[src/rtl/stc_pkg.sv]
// Shared types and constants for the triggered scope capture core.
// No dependencies; imported by every module of the block.
`timescale 1ns / 1ps

package stc_pkg;

  // Sweep geometry
  localparam int SWEEP_DEPTH = 512;
  localparam int IDX_W       = $clog2(SWEEP_DEPTH + 1);
  localparam int WIDX_W      = 9;

  // Field widths
  localparam int SAMPLE_W  = 15;
  localparam int DEC_W     = 16;
  localparam int TIMEOUT_W = 18;
  localparam int TICK_W    = 20;
  localparam int CFG_W     = 18;
  localparam int CFG_IDX_W = 3;

  // Hysteresis below the trigger level, mV
  localparam logic signed [SAMPLE_W:0] HYST_MV = 16'sd100;

  localparam logic [TIMEOUT_W-1:0] AUTO_TIMEOUT_RST = 18'd4410;

  // Register indexes
  localparam logic [CFG_IDX_W-1:0] REG_DECIMATION    = 3'd0;
  localparam logic [CFG_IDX_W-1:0] REG_TRIGGER_LEVEL = 3'd1;
  localparam logic [CFG_IDX_W-1:0] REG_AUTO_TIMEOUT  = 3'd2;
  localparam logic [CFG_IDX_W-1:0] REG_XY_MODE       = 3'd3;
  localparam logic [CFG_IDX_W-1:0] REG_EXTERNAL_MODE = 3'd4;

  // Restart causes
  localparam logic [1:0] CAUSE_NONE      = 2'd0;
  localparam logic [1:0] CAUSE_FREE_RUN  = 2'd1;
  localparam logic [1:0] CAUSE_TRIGGERED = 2'd2;
  localparam logic [1:0] CAUSE_TIMEOUT   = 2'd3;

  typedef enum logic [1:0] {
    TS_UNKNOWN = 2'd0,
    TS_LOW     = 2'd1,
    TS_HIGH    = 2'd2
  } trig_state_t;

  typedef struct packed {
    logic        fired;
    trig_state_t state;
  } trig_result_t;

endpackage

[src/rtl/scope_triggered_capture_core.sv]
// Top level: sweep capture with decimation, edge trigger and auto restart.
// Result word registered the cycle after a tick is accepted; one tick per cycle
// while the output is not stalled. The sweep/tick/trigger update is a single pass
// of compares and increments between the accepting edge and the result register.
// Reset (rst, synchronous): sweep and tick counters cleared, trigger unknown,
// registers to defaults (auto timeout 4410), output register empty.
// Depends on stc_pkg and stc_schmitt.
`timescale 1ns / 1ps

module scope_triggered_capture_core import stc_pkg::*; (
  input  logic                        clk,
  input  logic                        rst,
  // configuration
  input  logic                        cfg_write,
  input  logic [CFG_IDX_W-1:0]        cfg_index,
  input  logic [CFG_W-1:0]            cfg_data,
  // tick input
  input  logic                        in_valid,
  output logic                        in_stall,
  input  logic signed [SAMPLE_W-1:0]  x_sample,
  input  logic signed [SAMPLE_W-1:0]  y_sample,
  input  logic signed [SAMPLE_W-1:0]  trig_sample,
  input  logic                        trig_connected,
  // result output
  output logic                        out_valid,
  input  logic                        out_stall,
  output logic                        sample_written,
  output logic [WIDX_W-1:0]           write_index,
  output logic signed [SAMPLE_W-1:0]  captured_x,
  output logic signed [SAMPLE_W-1:0]  captured_y,
  output logic                        sweep_full,
  output logic [1:0]                  restart_cause,
  output logic                        waiting
);

  localparam logic [IDX_W-1:0] DEPTH_IDX = IDX_W'(SWEEP_DEPTH);
  localparam logic [IDX_W-1:0] LAST_IDX  = IDX_W'(SWEEP_DEPTH - 1);

  // configuration registers
  logic [DEC_W-1:0]           decimation;
  logic signed [SAMPLE_W-1:0] trigger_level;
  logic [TIMEOUT_W-1:0]       auto_timeout;
  logic                       xy_mode;
  logic                       external_mode;

  // state
  logic [IDX_W-1:0]  sweep_index, sweep_index_next;
  logic [TICK_W-1:0] tick_count, tick_count_next;
  trig_state_t       trig_state;

  logic                       accept;
  logic                       filling;
  logic [TICK_W-1:0]          tick_inc;
  logic                       wr;
  logic                       full;
  logic                       in_wait;
  logic                       free_run;
  logic [TICK_W-1:0]          wait_tick;
  logic                       wait_restart;
  logic signed [SAMPLE_W-1:0] gate;
  trig_result_t               trig;
  logic [1:0]                 cause;
  logic [IDX_W-1:0]           idx_after_fill;
  logic [IDX_W+WIDX_W-1:0]    idx_wide;

  assign in_stall = out_valid & out_stall;
  assign accept   = in_valid & ~in_stall;

  always_ff @(posedge clk) begin
    if (rst) begin
      decimation    <= '0;
      trigger_level <= '0;
      auto_timeout  <= AUTO_TIMEOUT_RST;
      xy_mode       <= 1'b0;
      external_mode <= 1'b0;
    end else if (cfg_write) begin
      case (cfg_index)
        REG_DECIMATION:    decimation    <= cfg_data[DEC_W-1:0];
        REG_TRIGGER_LEVEL: trigger_level <= cfg_data[SAMPLE_W-1:0];
        REG_AUTO_TIMEOUT:  auto_timeout  <= cfg_data[TIMEOUT_W-1:0];
        REG_XY_MODE:       xy_mode       <= cfg_data[0];
        REG_EXTERNAL_MODE: external_mode <= cfg_data[0];
        default: ;
      endcase
    end
  end

  // fill phase
  assign filling        = sweep_index < DEPTH_IDX;
  assign tick_inc       = tick_count + TICK_W'(1);
  assign wr             = filling && (tick_inc > TICK_W'(decimation));
  assign full           = wr && (sweep_index == LAST_IDX);
  assign idx_after_fill = wr ? sweep_index + IDX_W'(1) : sweep_index;
  assign idx_wide       = {{WIDX_W{1'b0}}, sweep_index};

  // wait phase; a store this tick starts the wait with the tick count at one
  assign in_wait      = idx_after_fill >= DEPTH_IDX;
  assign free_run     = xy_mode || (external_mode && !trig_connected);
  assign wait_restart = wr || (!filling && tick_count == '0);
  assign wait_tick    = wr ? TICK_W'(1) : tick_inc;
  assign gate         = external_mode ? trig_sample : x_sample;

  stc_schmitt u_schmitt (
    .gate    (gate),
    .level   (trigger_level),
    .state   (trig_state),
    .restart (wait_restart),
    .result  (trig)
  );

  always_comb begin
    cause            = CAUSE_NONE;
    sweep_index_next = idx_after_fill;
    tick_count_next  = filling ? (wr ? '0 : tick_inc) : tick_count;
    if (in_wait) begin
      if (free_run) begin
        cause = CAUSE_FREE_RUN;
      end else begin
        tick_count_next = wait_tick;
        if (trig.fired) cause = CAUSE_TRIGGERED;
        else if (wait_tick >= TICK_W'(auto_timeout)) cause = CAUSE_TIMEOUT;
      end
      if (cause != CAUSE_NONE) begin
        sweep_index_next = '0;
        tick_count_next  = '0;
      end
    end
  end

  always_ff @(posedge clk) begin
    if (rst) begin
      sweep_index <= '0;
      tick_count  <= '0;
      trig_state  <= TS_UNKNOWN;
    end else if (accept) begin
      sweep_index <= sweep_index_next;
      tick_count  <= tick_count_next;
      if (in_wait && !free_run) trig_state <= trig.state;
    end
  end

  // result register
  always_ff @(posedge clk) begin
    if (rst) begin
      out_valid <= 1'b0;
    end else if (accept) begin
      out_valid <= 1'b1;
    end else if (!out_stall) begin
      out_valid <= 1'b0;
    end
  end

  always_ff @(posedge clk) begin
    if (accept) begin
      sample_written <= wr;
      write_index    <= wr ? idx_wide[WIDX_W-1:0] : '0;
      captured_x     <= wr ? x_sample : '0;
      captured_y     <= wr ? y_sample : '0;
      sweep_full     <= full;
      restart_cause  <= cause;
      waiting        <= sweep_index_next >= DEPTH_IDX;
    end
  end

endmodule

[src/rtl/stc_schmitt.sv]
// Schmitt trigger next-state logic with rising-edge fire detect.
// Depends on stc_pkg.
`timescale 1ns / 1ps

module stc_schmitt import stc_pkg::*; (
  input  logic signed [SAMPLE_W-1:0] gate,
  input  logic signed [SAMPLE_W-1:0] level,
  input  trig_state_t                state,
  input  logic                       restart,
  output trig_result_t               result
);

  logic signed [SAMPLE_W:0] gate_ext;
  logic signed [SAMPLE_W:0] level_ext;
  logic signed [SAMPLE_W:0] low_bound;
  logic                     hi;
  logic                     lo;
  trig_state_t              cur;

  assign gate_ext  = {gate[SAMPLE_W-1], gate};
  assign level_ext = {level[SAMPLE_W-1], level};
  assign low_bound = level_ext - HYST_MV;
  assign hi        = gate_ext >= level_ext;
  assign lo        = gate_ext <= low_bound;
  // a fresh wait forgets the old edge history
  assign cur       = restart ? TS_UNKNOWN : state;

  always_comb begin
    result.fired = 1'b0;
    result.state = cur;
    case (cur)
      TS_LOW: begin
        if (hi) begin
          result.state = TS_HIGH;
          result.fired = 1'b1;
        end
      end
      TS_HIGH: begin
        if (lo) result.state = TS_LOW;
      end
      default: begin
        if (hi) result.state = TS_HIGH;
        else if (lo) result.state = TS_LOW;
        else result.state = TS_UNKNOWN;
      end
    endcase
  end

endmodule

[config.mk]
export PLATFORM = sky130hd
export DESIGN_NAME = scope_triggered_capture_core
export DESIGN_NICKNAME = d
export VERILOG_FILES = /design/src/rtl/stc_pkg.sv /design/src/rtl/scope_triggered_capture_core.sv /design/src/rtl/stc_schmitt.sv
export SDC_FILE = /design/constraint.sdc
export NUM_CORES = 1
export LEC_CHECK = 0
export BUFFER_PORTS_ARGS = -buffer_cell sky130_fd_sc_hd__buf_2
export CAP_MARGIN = 5
export CORE_MARGIN = 2
export CORE_UTILIZATION = 37
export DETAILED_ROUTE_END_ITERATION = 10
export GPL_TIMING_DRIVEN = 0
export PLACE_DENSITY = 0.59
export SYNTH_ARGS = -nofsm -noshare
export SYNTH_HDL_FRONTEND = slang
export SYNTH_HIERARCHICAL = 1
export SYNTH_SLANG_ARGS = --single-unit
[constraint.sdc]
create_clock -name clk -period 13.3 [get_ports clk]
set_input_delay 1.33 -clock clk [delete_from_list [all_inputs] [get_ports clk]]
set_output_delay 1.33 -clock clk [all_outputs]
set_load 0.05 [all_outputs]
Word-level counts from Yosys, hierarchy flattened:

Index checks and enable logic that the tools add are counted.

* register bits after elaboration: 128

* equality and inequality tests: 8
* bitwise logic cells: 3
* $lt $le $gt $ge: 7
* reduce and logical (&&, ||, !) cells: 19
* multiplexer cells: 23
* add/subtract/negate cells: 3

Operator list (count)
* $mux 20: 6
* $mux 10: 3
* $add 20x1->20 const B: 1
* $ge 10x10->1 const B: 2
* $ge 20x18->1: 1
* $gt 20x16->1: 1
* $logic_not 20->1: 1
* $le 15x16->1: 1
* $sub 15x8->16 const B: 1
* $ge 15x15->1: 1
* $mux 15: 1
* $mux 2: 7
* $reduce_and 2->1: 6
* $add 10x1->10 const B: 1
* $eq 10x9->1 const B: 1
* $lt 10x10->1 const B: 1
* $eq 3x2->1 const B: 2
* $logic_and 1x1->1: 5
* $mux 1: 4
* $pmux 2 s2: 1
* $eq 3x1->1 const B: 1
* $eq 3x3->1 const B: 1
* $logic_not 1->1: 3
* $logic_not 3->1: 1
* other kinds (8): 10

Logic depth before layout (Yosys ltp):

Gate-level depths: netlist (run 1).

* depth in word-level cells: 14
* depth in mapped cells: 26
* gate-level depth less buffers: 22

Modules after synthesis:

Netlist (run 1), hierarchy kept.

Modules (own cells, without submodules)
* scope_triggered_capture_core: times used 1, sequential area each 3002.9 µm², cells each 729, area each 6621.4 µm²
* stc_schmitt: times used 1, sequential area each 0.0 µm², cells each 141, area each 1016.0 µm²

Least setup slack after synthesis (run 1):

OpenSTA, ideal clock, no wires.

* path type: register -> register
* start: register tick_count[0]
* end: register sweep_index[7]
* slack: 7900 ps
* setup time: 58 ps
* data arrival time: 5342 ps
* cell stages (with the launch flop): 24
* period minus slack after synthesis: 5400 ps
* cells stage by stage: dfxtp_1 ha_1 nand3_1 nor3_1 and3_1 xnor2_1 inv_1 ha_1 nand4_1 or3_1 a21o_1 a31oi_2 o31a_1 buf_2 buf_2 nor2_1 ha_1 and2_0 a221o_1 a22oi_1 o211ai_1 o211ai_1 o311ai_4 o21ba_1

* cells in the longest elaborated chain, start to end: 13
* elaborated cells between the ends (all ways): 20
* classes of those cells: 1 x add/sub; 3 x order compare; 1 x eq/ne; 10 x mux; 5 x reduce/logical

Ends and longest elaborated chain
* start, declared: RTL line scope_triggered_capture_core.sv:48 `logic [TICK_W-1:0] tick_count, tick_count_next;`
* start signal, assigned: RTL line scope_triggered_capture_core.sv:137 `tick_count <= tick_count_next;`
* $add 20x1->20 *: RTL line scope_triggered_capture_core.sv:90 `assign tick_inc = tick_count + TICK_W'(1);`
* $gt 20x16->1 *: RTL line scope_triggered_capture_core.sv:91 `assign wr = filling && (tick_inc > TICK_W'(decimation));`
* $logic_and 1x1->1 *: RTL line scope_triggered_capture_core.sv:91
* named net wr: RTL line scope_triggered_capture_core.sv:54 `logic wr;`
* branches (longest 9 deep; another with $ge 20x18->1)
* $mux 10 *: RTL line scope_triggered_capture_core.sv:115 `if (in_wait) begin`
* end signal, assigned: RTL line scope_triggered_capture_core.sv:136 `sweep_index <= sweep_index_next;`
* end, declared: RTL line scope_triggered_capture_core.sv:47 `logic [IDX_W-1:0] sweep_index, sweep_index_next;`

Mark *: on every way through the listed nets, which the timed path passes. The select of a mux whose other input is x is not followed.
A chain may end at the register's enable or synchronous reset.

Worst setup path after layout (run 1):

Ends and elaborated chain as after synthesis.

==> results of run 1 <==
kinds of logic (layout without fill, tap and decap cells):
family / count (synthesis) / after routing / share of synthesized area
adders and majority gates: 69 / 69 / 0.113
AOI/OAI and AO/OA: 172 / 172 / 0.154
DFF: 128 / 128 / 0.393
xor gates and xnor gates: 27 / 27 / 0.0310
and+or+nand+nor: 352 / 352 / 0.224
buffers and inverters: 102 / 251 / 0.0547
muxes: 20 / 20 / 0.0303
worst max-delay path, cell delays in order (launching register included):
cell      delay, ps
dfxtp_1         420
ha_1            280
nand3_1         180
nor3_1          520
and3_1          250
xnor2_1         190
inv_1            80
ha_1            300
nand4_1         160
or3_1           390
a21o_1          190
a31oi_2         520
o31a_1          250
buf_2           310
buf_2           310
nor2_1           80
ha_1            270
and2_0          170
a221o_1         300
a22oi_1         290
o211ai_1        350
o211ai_1        440
o311ai_4        260
o21ba_1         280
cell usage in the layout, fill, tap and decap left out, drive strengths merged, types with 3 or more instances in the layout:
| cell | instances |
|---|---|
| or2 | 4 |
| nand2 | 148 |
| mux2i | 5 |
| inv | 70 |
| xor2 | 9 |
| o21a | 3 |
| nor2 | 50 |
| nand2b | 7 |
| nand3 | 22 |
| o31ai | 7 |
| a21o | 3 |
| edfxtp | 44 |
| xnor2 | 18 |
| a21oi | 76 |
| clkinv | 10 |
| a22oi | 7 |
| a31oi | 3 |
| and2 | 43 |
| and3 | 11 |
| o211ai | 14 |
| buf | 129 |
| clkbuf | 38 |
| nor2b | 11 |
| or3 | 7 |
| a211oi | 5 |
| mux2 | 15 |
| o21ai | 31 |
| nor3 | 16 |
| dfxtp | 84 |
| and4 | 3 |
| ha | 69 |
| o311ai | 3 |
| nand4 | 14 |
| nor4 | 7 |
cell usage after synthesis, drive strengths merged, types with 4 or more instances:
library cell	number	area [um^2]
dfxtp	84	1680
and3	11	75.1
nor3	16	85.1
nor4	7	43.8
mux2	15	169
o211ai	14	105
ha	69	863
xor2	9	78.8
nand3	22	115
a22oi	7	52.6
nand2	148	556
mux2i	5	62.6
nand2b	7	43.8
or3	7	43.8
o21ai	31	155
or2	4	25.0
a211oi	5	47.5
nor2	50	188
xnor2	18	158
buf	12	76.3
and2	43	269
a21oi	76	388
inv	66	248
edfxtp	44	1320
o31ai	7	71.3
clkbuf	21	82.6
nor2b	11	76.3
nand4	14	87.6
area by class of cell:
cell class,count,area (um^2),area share
Clock inverter,15,160,0.0175
Timing Repair Buffer,117,586,0.0640
Buffer,33,159,0.0174
Sequential cell,128,3000,0.328
Tap cell,270,338,0.0369
Multi-Input combinational cell,640,4220,0.461
Clock buffer,17,425,0.0465
Inverter,69,260,0.0285
power groups by stage:
stage               clock [uW]  combinational (uW)  sequential [uW]
CTS                        474                 226              441
global placement             0                 224              449
detailed placement           0                 225              449
floorplan                    0                 103              506
global route               489                 245              443
finish                     466                 225              440
how the worst max path moves through the flow:
| stage | startpoint | end | slack [ps] | cells past startpoint |
|---|---|---|---|---|
| after floorplan | tick_count[0]$_SDFFE_PP0P_ | sweep_index[7]$_SDFFE_PP0P_ | 7900 | 23 |
| after global placement | tick_count[1]$_SDFFE_PP0P_ | sweep_index[7]$_SDFFE_PP0P_ | 6500 | 23 |
| after detailed placement | tick_count[0]$_SDFFE_PP0P_ | tick_count[15]$_SDFFE_PP0P_ | 6540 | 24 |
| after CTS | tick_count[0]$_SDFFE_PP0P_ | sweep_index[7]$_SDFFE_PP0P_ | 6490 | 23 |
| after global routing | tick_count[0]$_SDFFE_PP0P_ | tick_count[13]$_SDFFE_PP0P_ | 5910 | 24 |
| final | tick_count[0]$_SDFFE_PP0P_ | sweep_index[7]$_SDFFE_PP0P_ | 6440 | 23 |
flip-flops by register name (all words and copies together), names as in the netlist, 9 cells and up:
signal / flops
tick_count: 20
captured_y: 15
trigger_level: 15
decimation: 16
write_index: 9
captured_x: 15
sweep_index: 10
auto_timeout: 18
through the flow:
stage | setup WS [ps] | area, um^2 | utilization | instances
3_3_place_gp | 6500 | 8560 | 0.423 | 1257
5_1_grt | 5910 | 9150 | 0.452 | 1289
3_5_place_dp | 6540 | 8560 | 0.423 | 1257
6_report | 6440 | 9150 | 0.452 | 1289
2_1_floorplan | 7900 | 7640 | - | 870
4_1_cts | 6490 | 9150 | 0.452 | 1289
metal layers:
| layer | part of all wire | global-route usage | vias up |
|---|---|---|---|
| li1 | - | - | 3316 |
| met1 | 0.51 | 0.261 | 2976 |
| met2 | 0.43 | 0.271 | 143 |
| met3 | 0.048 | 0.0296 | 17 |
| met4 | 0.010 | 0.0457 | 0 |
| met5 | 0 | 0 | - |
==> impl_metrics.toml, run 1 <==
[floorplan]
dieWidth_um = 148
floorplan.die.height_um = 148
io_pins = 118
start_util = 0.377
die_area_um2 = 21800
rows = 52
coreArea_um2 = 20200

[clocking]
cts_tree = "done"
clk_pin_slew_ps = 60
cts_max_level = 4
root_buffer = "clkbuf_16"
clkLatencyLatePin_ps = 420
cts_setup_buffers = 0
cts_made_buffers = 17
cts_hold_repair.buffers = 0
ctsResizeCount = 0
clock_path_buffers = 2
cts_num_sinks = 128

[grt]
track_usage = 0.178
antenna_found_initial = 0
grt_first_pass_wirelength_um = 30900
grt_pass1_vias = 5982
overflow = 0
grt_max_degree = 52

[hold_path]
whs_path_depth = 2
holdCritPathClass = "flip-flop to flip-flop"
hold_end = "auto_timeout[6]$_SDFFE_PP0P_"
min_from = "auto_timeout[6]$_SDFFE_PP0P_"

[synth]
synth_flop_cell = "dfxtp_1"
syn_nets = 1011
synthArstFlopShare = 0
ys_types = 78
synth_edf_count = 44
synth_sequential_area_ratio = 0.393
netlist_area_um2 = 7640
syn_avg_cell_area_um2 = 8.78
synth_cells = 870
ys_ff_latch = 128
yosys_warnings = 6

[cells_and_area]
fillers = 2019
syn_to_final_growth_pct = 19.8
nets = 1147
antenna_cells = 0
drive_above_1_share = 0.202

[placed_design]
gp_congestion = 0.830
port_buffers = 117
dp_hpwl_um = 14800

[critical_path]
worst-r2r-setup-slack_ps = 6440
rr_worst_depth = 23
timing.rr.start = "tick_count[0]$_SDFFE_PP0P_"
critPathLaunchType = "flip-flop"
setup.worst_path.end_class = "flip-flop"
critPathMaxFanout = 10
arrival_ps = 7220
worstReg2RegEnd = "sweep_index[7]$_SDFFE_PP0P_"
required_ps = 13670
worstSetupPathType = "flip-flop to flip-flop"

[route]
drt_iter0_markers = 404
drc = 0
wl_um = 19100
ant_nets = 0
dr_total_vias = 6452
firstDrtPassIters = 4
wl_per_cell_um = 14.8
viasPerCell = 5.01

[sta]
rsz0062_at_grt = "no"
slew_headroom = 0.415
max_freq_mhz = 146
clock_skew_ps = 10.1
fin_setup_tns_ps = 0
setup_viol = 0
period_minus_slack_ps = 6860
worst_slew_pin_slew_ps = 878
hold_viol = 0
maxSlewViolCount = 0
period_share = 0.515
hold_ws_ps = 455

[power_and_ir_drop]
peakVddDrop_v = 0.0000907
p_seq_frac = 0.389
swShare = 0.310
power_density_nw_per_um2 = 124
combinationalPowerShare = 0.199
pwr-share-clk = 0.412
power.leakage_uw = 0.00383
switchingPower_uw = 351
p_int_uw = 780
p_total_uw = 1130

[run_status]
outcome = "finished, final reports clean"

[flow_run]
cap_viol_max_count = 0
No activity file was read; power rests on OpenSTA's default activity.
==> inputs of run 2 (changes only) <==
- clock period: 13.3 -> 6.5 ns (I/O delays scaled with it)
==> impl_metrics.toml, run 2 (same netlist as run 1, synthesis figures left out) <==
[grt]
track_usage = 0.178
grt_first_pass_wirelength_um = 30900
grt_max_degree = 52
overflow = 0
grt_pass1_vias = 5984
antenna_found_initial = 0

[route]
dr_total_vias = 6509
firstDrtPassIters = 4
wl_per_cell_um = 14.9
viasPerCell = 5.03
drc = 0
drt_iter0_markers = 472
ant_nets = 0
wl_um = 19300

[clocking]
clock_path_buffers = 2
clk_pin_slew_ps = 60
cts_made_buffers = 17
cts_tree = "done"
cts_max_level = 4
cts_hold_repair.buffers = 0
root_buffer = "clkbuf_16"
clkLatencyLatePin_ps = 420
cts_num_sinks = 128

[power_and_ir_drop]
pwr-share-clk = 0.410
swShare = 0.310
p_total_uw = 2330
p_int_uw = 1610
power.leakage_uw = 0.00389
peakVddDrop_v = 0.000185
combinationalPowerShare = 0.203
p_seq_frac = 0.387
switchingPower_uw = 722
power_density_nw_per_um2 = 252

[placed_design]
port_buffers = 117
dp_slack_ps = -264
gp_congestion = 0.830
dp_hpwl_um = 14800

[critical_path]
critPathMaxFanout = 10
worst-r2r-setup-slack_ps = 390
worstSetupPathType = "flip-flop to flip-flop"
required_ps = 6870
arrival_ps = 6470
setup.worst_path.end_class = "flip-flop"
rr_worst_depth = 25
critPathLaunchType = "flip-flop"

[floorplan]
coreArea_um2 = 20200
die_area_um2 = 21800
rows = 52
io_pins = 118
start_util = 0.377
dieWidth_um = 148
floorplan.die.height_um = 148

[cells_and_area]
largest_reg_flops = 20
nets = 1153
final_cell_mix = "148 x nand2_1, 122 x buf_2, 84 x dfxtp_1"
top_regs = "tick_count: 20 flops, auto_timeout: 18 flops, decimation: 16 flops"
antenna_cells = 0
drive_above_1_share = 0.210
finish.utilization = 0.456
largest_register = "tick_count"
syn_to_final_growth_pct = 20.8
final_common_cell = "nand2_1"

[sta]
hold_ws_ps = 454
maxSlewViolCount = 0
max_freq_mhz = 164
fin_ws_ps = 393
worst_slew_pin_slew_ps = 882
period_minus_slack_ps = 6110
clock_skew_ps = 10.5
hold_viol = 0
setup_viol = 0
period_share = 0.940
slew_headroom = 0.412

[hold_path]
whs_path_depth = 2
holdCritPathClass = "flip-flop to flip-flop"

[run_status]
outcome = "finished, final reports clean"

[flow_run]
cap_viol_max_count = 0
-- run 2: worst paths after layout --
| kind | to | start |
|---|---|---|
| hold / removal | auto_timeout[6]$_SDFFE_PP0P_ | auto_timeout[6]$_SDFFE_PP0P_ |
| hold reg to reg | auto_timeout[6]$_SDFFE_PP0P_ | auto_timeout[6]$_SDFFE_PP0P_ |
| setup reg to reg | sweep_index[7]$_SDFFE_PP0P_ | tick_count[0]$_SDFFE_PP0P_ |
| setup / recovery | sweep_index[7]$_SDFFE_PP0P_ | tick_count[0]$_SDFFE_PP0P_ |
-- run 2: area by class of cell --
type                            instances  area (um^2)
Sequential cell                       128         3000
Clock inverter                         15          160
Fill cell                            2011        11000
Tap cell                              270          338
Inverter                               69          260
Timing Repair Buffer                  123          631
Buffer                                 33          164
Multi-Input combinational cell        640         4250
Clock buffer                           17          425
-- run 2: timing repair --
action | 4_1_cts | 5_1_grt
resized for setup | 3 | 4
buffers inserted | 0 | 6
endpoints found under the hold margin | 0 | 0
endpoints found under the setup margin | 24 | 30
pin swaps | 0 | 4
-- run 2: power groups by stage --
| stage | combinational, uW | clock [uW] | sequential (uW) |
|---|---|---|---|
| 2_1_floorplan | 210 | 0 | 1030 |
| 3_3_place_gp | 458 | 0 | 919 |
| 3_5_place_dp | 461 | 0 | 919 |
| 4_1_cts | 466 | 971 | 902 |
| 5_1_grt | 515 | 1000 | 906 |
| 6_report | 473 | 954 | 901 |
-- run 2: critical path, stage by stage, from the launching register on --
cell and delay [ps]:
dfxtp_1 420, ha_1 270, nand3_1 230, nor3_4 320, and3_1 210, xnor2_1 190, inv_1 80, ha_1 300
nand4_1 170, or3_1 400, o31ai_2 290, a31oi_4 100, o31a_1 340, clkbuf_4 230, clkbuf_4 230, nor2_1 120
ha_1 230, and2_0 170, a221o_1 300, a22oi_1 310, o211ai_1 140, buf_4 190, o211ai_1 170, buf_4 180
o311ai_4 170, o21ba_1 280
-- run 2: routing by layer --
layer,GRT usage,wire (um),vias up
met3,0.0296,994,15
li1,-,-,3325
met1,0.261,9660,3009
met5,0,0,-
met2,0.272,8410,160
met4,0.0457,189,0
-- run 2: metrics by stage --
| stage | instance area, um^2 | cells | TNS [ps] |
|---|---|---|---|
| after floorplan | 7640 | 870 | 0 |
| after global placement | 8560 | 1257 | -4900 |
| after detailed placement | 8560 | 1257 | -4220 |
| after CTS | 9170 | 1289 | 0 |
| after global routing | 9230 | 1295 | -114 |
| final | 9230 | 1295 | 0 |
==> inputs of run 3 (changes only) <==
- PLACE_DENSITY: 0.59 -> 0.61
- clock period: 6.5 -> 5.28 ns (I/O delays scaled with it)
==> impl_metrics.toml, run 3 (same netlist as run 1, synthesis figures left out) <==
[route]
met1Wirelength_um = 9900
firstDrtPassIters = 5
routed.top_layer = "met4"
routed-wl-met2_um = 9330
wl_per_cell_um = 15.5
wl_um = 20400
wl_met3_um = 937
drc = 0
ant_nets = 0
drt_iter0_markers = 445
viasPerCell = 5.08
dr_total_vias = 6700

[floorplan]
floorplan.die.height_um = 148
start_util = 0.377
die_area_um2 = 21800
coreArea_um2 = 20200
dieWidth_um = 148
io_pins = 118
rows = 52

[power_and_ir_drop]
peakVddDrop_v = 0.000270
power_density_nw_per_um2 = 303
power.leakage_uw = 0.00411
p_total_uw = 2990

[flow_run]
cap_viol_max_count = 0

[grt]
track_usage = 0.185
grt_pass1_vias = 6192
antenna_found_initial = 0
grt_max_degree = 52
overflow = 0
grt_first_pass_wirelength_um = 31900

[critical_path]
worstSetupPathType = "flip-flop to flip-flop"
cpLargestDelayFamily = "compound AO/OA/AOI/OAI gates"
required_ps = 5640
critPathLaunchType = "flip-flop"
slowest_delay_ps = 440
path_buf_inv = 6
critPathMaxFanout = 5
arrival_ps = 5760
setup.worst_path.end_class = "flip-flop"
crit_path_top_delay_cell = "or3_4"

[run_status]
outcome = "finished with violations"
violations = "setup timing"

[clocking]
clock_path_buffers = 2
cts_hold_repair.buffers = 0
cts_max_level = 4
cts_num_sinks = 128
cts_made_buffers = 17
clk_pin_slew_ps = 60
cts_tree = "done"
clkLatencyLatePin_ps = 430
root_buffer = "clkbuf_16"

[cells_and_area]
syn_to_final_growth_pct = 29.0
antenna_cells = 0
fin_cells = 1318
largest_reg_flops = 20
nets = 1176
register_area_um2 = 3010
drive_above_1_share = 0.279
largest_register = "tick_count"
top_regs = "tick_count: 20 flops, auto_timeout: 18 flops, decimation: 16 flops"
final_common_cell = "nand2_1"
fillers = 1908
multi_input_area_um2 = 4600
final_cell_mix = "145 x nand2_1, 121 x buf_2, 79 x dfxtp_1"

[sta]
setup_viol = 21
max_freq_mhz = 185
hold_viol = 0
slew_headroom = 0.400
rsz0062_at_grt = "yes"
worst_slew_pin_slew_ps = 900
period_share = 1.02
hold_ws_ps = 328
fin_ws_ps = -115
period_minus_slack_ps = 5400
clock_skew_ps = 13.0
maxSlewViolCount = 0

[hold_path]
holdCritPathClass = "input port to flip-flop"

[placed_design]
dp_hpwl_um = 14700
dp_slack_ps = -1150
port_buffers = 117
placed_cells = 1257
gp_congestion = 0.849
-- run 3: changes by cell type in the layout (fill, tap and decap cells not counted), sizes merged --
cell,before,now
inv,70,74
clkinv,10,5
buf,133,156
clkbuf,40,41
bufinv,2,1
clkinvlp,2,3
-- run 3: path summary, 6_finish.rpt --
kind	start	end	slack, ps	depth (start not counted)
max	tick_count[0]$_SDFFE_PP0P_	sweep_index[2]$_SDFFE_PP0P_	-120	26
min	in_valid	out_valid$_SDFFE_PP0P_	330	2
max reg2reg	tick_count[0]$_SDFFE_PP0P_	sweep_index[2]$_SDFFE_PP0P_	-120	26
min reg2reg	decimation[4]$_SDFFE_PP0P_	decimation[4]$_SDFFE_PP0P_	460	2
-- run 3: final cells by class --
| cell class | count | share of cell area |
|---|---|---|
| sequential | 128 | 0.306 |
| timing repair buffer | 147 | 0.0883 |
| buffer | 32 | 0.0178 |
| tap | 270 | 0.0343 |
| multi-input combinational | 640 | 0.467 |
| inverter | 69 | 0.0264 |
| clock inverter | 14 | 0.0145 |
| clock buffer | 18 | 0.0457 |
-- run 3: repair_timing --
action	CTS	global route
gates resized for setup	21	77
pin swaps	12	26
setup endpoints to repair	31	31
buffers inserted	15	13
cloned	0	2
-- run 3: routing by layer --
| layer | GRT usage | vias to the layer above |
|---|---|---|
| met2 | 0.295 | 164 |
| li1 | - | 3374 |
| met5 | 0 | - |
| met4 | 0.0466 | 0 |
| met3 | 0.0312 | 17 |
| met1 | 0.260 | 3145 |
-- run 3: power by group --
| group | internal (uW) | switching [uW] | leakage, uW |
|---|---|---|---|
| Clock | 691 | 502 | 0.000282 |
| Combinational | 252 | 431 | 0.00270 |
| Sequential | 1090 | 21.0 | 0.00112 |
-- run 3: through the flow --
step | area [um^2] | util | setup TNS (ps)
2_1_floorplan | 7660 | - | 0
3_3_place_gp | 8580 | 0.424 | -30780
3_5_place_dp | 8580 | 0.424 | -31100
4_1_cts | 9400 | 0.464 | 0
5_1_grt | 9850 | 0.487 | -6540
6_report | 9850 | 0.487 | -1100
